### src/design/csu_pkg.sv
// Package for the counting semaphore unit: sizes, status and action codes,
// sequencer states and the structs that pass between the core and the wait table.
// No dependencies.
package csu_pkg;

    localparam int NUM_THREADS = 8;
    localparam int NUM_SEMS    = 8;
    localparam int COUNT_BITS  = 8;

    // Widths of the request and response fields.
    localparam int ACTION_W    = 1;
    localparam int SEM_ID_W    = 3;
    localparam int THR_ID_W    = 3;
    localparam int STATUS_W    = 3;
    localparam int COUNT_OUT_W = 8;

    // Index widths derived from the table sizes.
    localparam int THR_IDX_W = (NUM_THREADS > 1) ? $clog2(NUM_THREADS) : 1;
    localparam int SEM_IDX_W = (NUM_SEMS > 1) ? $clog2(NUM_SEMS) : 1;

    localparam logic [COUNT_BITS-1:0] COUNT_MAX = {COUNT_BITS{1'b1}};
    localparam logic [THR_IDX_W-1:0]  THR_LAST  = THR_IDX_W'(NUM_THREADS - 1);

    typedef enum logic [ACTION_W-1:0] {
        ACT_TAKE    = 1'b0,
        ACT_RELEASE = 1'b1
    } action_t;

    typedef enum logic [STATUS_W-1:0] {
        STAT_GRANTED   = 3'd0,
        STAT_BLOCKED   = 3'd1,
        STAT_REL_IDLE  = 3'd2,
        STAT_REL_WOKE  = 3'd3,
        STAT_ERROR     = 3'd4,
        STAT_SATURATED = 3'd5
    } status_t;

    typedef enum logic [1:0] {
        SEQ_IDLE,
        SEQ_EXEC,
        SEQ_SCAN,
        SEQ_OUT
    } seq_state_t;

    // Command from the core to the wait table; one address serves both read and update.
    typedef struct packed {
        logic                 set_blk;
        logic                 clr_blk;
        logic [THR_IDX_W-1:0] addr;
        logic [SEM_ID_W-1:0]  sem;
    } wq_cmd_t;

    // Entry of the wait table at the commanded address.
    typedef struct packed {
        logic                blocked;
        logic [SEM_ID_W-1:0] wait_sem;
    } wq_stat_t;

    // Count reported on the response, clipped to the field width.
    function automatic logic [COUNT_OUT_W-1:0] clip_count(input logic [COUNT_BITS-1:0] c);
        logic [16:0] wide;
        wide = 17'(c);
        if (wide > 17'd255)
        begin
            return {COUNT_OUT_W{1'b1}};
        end
        return COUNT_OUT_W'(c);
    endfunction

endpackage

### src/design/csu_wait_table.sv
// Per-thread wait table: blocked flag and waited semaphore for each thread.
// Depends on csu_pkg.
module csu_wait_table
    import csu_pkg::*;
(
    input  logic     clk,
    input  logic     rst_n,
    input  wq_cmd_t  cmd,
    output wq_stat_t stat
);

    logic [NUM_THREADS-1:0] blocked_reg;
    logic [SEM_ID_W-1:0]    wait_sem_reg [NUM_THREADS];

    always_ff @(posedge clk or negedge rst_n)
    begin
        if (!rst_n)
        begin
            blocked_reg <= '0;
            for (int i = 0; i < NUM_THREADS; i++)
            begin
                wait_sem_reg[i] <= '0;
            end
        end
        else if (cmd.set_blk)
        begin
            blocked_reg[cmd.addr]  <= 1'b1;
            wait_sem_reg[cmd.addr] <= cmd.sem;
        end
        else if (cmd.clr_blk)
        begin
            blocked_reg[cmd.addr]  <= 1'b0;
            wait_sem_reg[cmd.addr] <= '0;
        end
    end

    assign stat.blocked  = blocked_reg[cmd.addr];
    assign stat.wait_sem = wait_sem_reg[cmd.addr];

endmodule

### config.mk
export PLATFORM = sky130hd
export DESIGN_NAME = csu_wait_table
export DESIGN_NICKNAME = d
export VERILOG_FILES = /design/src/design/csu_pkg.sv /design/src/design/csu_wait_table.sv
export SDC_FILE = /design/constraint.sdc
export NUM_CORES = 1
export LEC_CHECK = 0
export BUFFER_PORTS_ARGS = -buffer_cell sky130_fd_sc_hd__buf_2
export CORE_MARGIN = 2
export CORE_UTILIZATION = 55
export DETAILED_ROUTE_END_ITERATION = 16
export PLACE_DENSITY = 0.86
export SLEW_MARGIN = 20
export SYNTH_ARGS = -nofsm -noshare
export SYNTH_HDL_FRONTEND = slang
export SYNTH_SLANG_ARGS = --single-unit
### constraint.sdc
create_clock -name clk -period 1.7 [get_ports clk]
set_clock_uncertainty 0.05 [all_clocks]
set_input_delay 0.255 -clock clk [delete_from_list [all_inputs] [get_ports clk]]
set_output_delay 0.255 -clock clk [all_outputs]
set_load 0.05 [all_outputs]
==> impl_metrics.csv <==
group,metric,value,unit
status,outcome,"complete, but fails checks",
status,failed_checks,"setup timing",
logic_synthesis,yosys-top-cells-area,"dfrtp_1 (50%), o2bb2ai_1 (11%), mux4_2 (5.6%), nand2_1 (4.7%), a22o_1 (4.4%)",
drt,firstDrtPassIters,4,
cts,cts_root_buf,"clkbuf_4",
drt,ant_nets,0,
critical_path,critPathRequiredTime,1390,ps
floorplanning,rows,19,
floorplanning,fp.dieH,58.0,um
global_route,grt_max_degree,33,
final_layout,drive_above_1_share,0.318,
critical_path,setup.worst_path.start_class,"flop",
floorplanning,coreArea,2760,um^2
logic_synthesis,synth-main-ff-cell,"dfrtp_1",
logic_synthesis,syn-num-nets,142,
floorplanning,initial_core_util,0.583,
power_and_ir_drop,powerDensity,1050,nW/um^2
drt,drc_errors,0,
logic_synthesis,synth_seq_cells,32,
final_layout,areaGrowthSynthToFinish,15.1,%
cts,cts.clk_slew.worst_paths,110,ps
final_layout,final_core_util,0.671,
logic_synthesis,avgSynthCellArea,12.2,um^2
timing,max_freq,502,MHz
logic_synthesis,synth_cell_types,29,
critical_path,r2r-end,"wait_sem_reg[3]",
timing,slew_headroom,0.542,
drt,viasPerCell,6.27,
timing,drv_slew,0,
logic_synthesis,ys_warn_count,0,
floorplanning,die_w,58.0,um
global_route,grt_pass1_vias,1198,
timing,finalHoldViolations,0,
final_layout,fin_cells,188,
critical_path,worstRegToRegCells,3,
timing,timing.final.ws_setup,-291,ps
place,hpwl,2520,um
logic_synthesis,synth_most_common_cell,"dfrtp_1",
drt,drt-total-wl,3530,um
drt,vias,1178,
power_and_ir_drop,ir_worst_vdd,0.938,mV
final_layout,num_antenna_cells,0,
critical_path,cp-end-kind,"output pin",
timing,rsz0062_at_grt,"yes",
logic_synthesis,synth_area,1610,um^2
logic_synthesis,synth_commonest_cells,"dfrtp_1 (32), o2bb2ai_1 (21), nand2_1 (20)",
global_route,grt-ovfl-total,0,
min_path,worstHoldStart,"cmd[6]",
floorplanning,io_pins,14,
min_path,holdPathStages,3,
power_and_ir_drop,power_leakage,0.826,nW
cts,cts_buffers,5,
logic_synthesis,synth_edf_count,0,
timing,max_slew.worst_pin.slew,687,ps
cts,clk_path_buf_depth,2,
timing,report.final.setup_viol,4,
flow_run,maxCapViolCount,0,
critical_path,worstPathArrival,1690,ps
place,gp_congestion,0.846,
cts,htree_levels,2,
place,port_buffers,13,
floorplanning,die-area,3370,um^2
critical_path,criticalPathCategory,"flop to output pin",
global_route,grt_pass1_wl,5950,um
critical_path,crit-reg2reg-launch,"wait_sem_reg[3]",
cts,clock_sink_count,32,
global_route,grt_use_total,0.245,
logic_synthesis,syn_inst,132,
critical_path,reg2reg_slack,770,ps
logic_synthesis,synth_top_cell_area_share,0.498,
logic_synthesis,synth-async-reset-ratio,1.00,
logic_synthesis,yosysSeqAreaShare,0.498,
critical_path,critical_path.max_fanout,2,
timing,min_period,1990,ps
place,place_inst,174,
cts,clk_latency,340,ps
timing,fin_crit_sh,1.17,
min_path,worstHoldPathType,"input port to flop",
drt,routedWlPerCell,18.8,um
global_route,grt_antenna_before_repair,0,
cts,cts_tree,"done",
final_layout,layout.nets,166,
drt,drtIter0Drc,43,
logic_synthesis,yosys.area.top_type,"dfrtp_1",
==> final cells by class <==
class                           instances  area, um^2
Fill cell                             197         908
Multi-Input combinational cell         89         743
Clock buffer                            6        51.3
Tap cell                               31        38.8
Clock inverter                          2        10.0
Sequential cell                        32         801
Timing Repair Buffer                   27         201
Inverter                                1        3.75
==> layer usage <==
metal / vias to the layer above / track usage / wire length [um]
li1: 548 / - / -
met1: 577 / 0.334 / 1530
met2: 40 / 0.380 / 1750
met3: 13 / 0.0469 / 177
met4: 0 / 0.120 / 74
met5: - / 0 / 0
==> worst max-delay path by stage <==
stage                startpoint       to  slack (ps)  cells past startpoint
6_report       wait_sem_reg[14]  stat[2]        -290                      3
5_1_grt         wait_sem_reg[4]  stat[1]        -340                      4
4_1_cts        wait_sem_reg[14]  stat[2]        -300                      3
3_5_place_dp             cmd[3]  stat[1]        -150                      6
3_3_place_gp             cmd[3]  stat[1]        -130                      6
2_1_floorplan            cmd[4]  stat[1]          80                      4
==> logic make-up (layout without fill, tap and decap cells) <==
kind of cell,count (synthesis),in the layout,share of synthesized area
muxes,12,12,0.137
AOI/OAI and AO/OA,38,38,0.191
buffers and inverters,11,36,0.0389
DFF,32,32,0.498
and+or+nand+nor,39,39,0.135
==> critical path, cell delays in order, from the launching register on <==
cell and delay, ps:
dfrtp_1 410, mux4_2 480, mux2_4 290, buf_6 150
==> report_power, final <==
group          internal [mW]  switching, mW  leakage [nW]  total (mW)
Clock                  0.196          0.256        0.0380       0.453
Sequential             0.888         0.0821         0.404       0.970
Combinational          0.271          0.244         0.384       0.514
Total                   1.35          0.582         0.826        1.94
==> through the flow <==
| step | power [mW] | hold WS, ps | worst slack (ps) | TNS, ps | instance area (um^2) |
|---|---|---|---|---|---|
| 2_1_floorplan | 1.30 | -90.6 | 81.5 | 0 | 1610 |
| 3_3_place_gp | 1.39 | 273 | -132 | -476 | 1720 |
| 3_5_place_dp | 1.42 | 283 | -148 | -528 | 1720 |
| 4_1_cts | 1.93 | 214 | -296 | -1120 | 1830 |
| 5_1_grt | 2.04 | 228 | -342 | -1280 | 1850 |
| 6_report | 1.94 | 234 | -291 | -1070 | 1850 |
==> timing repair <==
action | 4_1_cts | 5_1_grt
hold buffers | 1 | 0
setup buffers | 2 | 3
setup endpoints to repair | 4 | 4
pin swaps | 1 | 0
hold endpoints to repair | 32 | 0
gates resized for setup | 10 | 2
==> cell usage in the layout (no fill, tap or decap), types with 2 or more instances in the layout <==
cell type / netlist / final
dfrtp_1: 32 / 32
o2bb2ai_1: 21 / 21
nand2_1: 20 / 20
buf_4: 0 / 13
buf_2: 5 / 9
a22o_1: 8 / 8
mux4_2: 4 / 6
o21ai_0: 6 / 6
clkbuf_4: 0 / 5
mux2_4: 3 / 4
nand3b_1: 3 / 3
and3b_1: 3 / 3
buf_6: 2 / 3
nor2_1: 2 / 2
nor3b_2: 2 / 2
or3_1: 2 / 2
clkinv_2: 0 / 2
(Power assumes the default switching activity.)
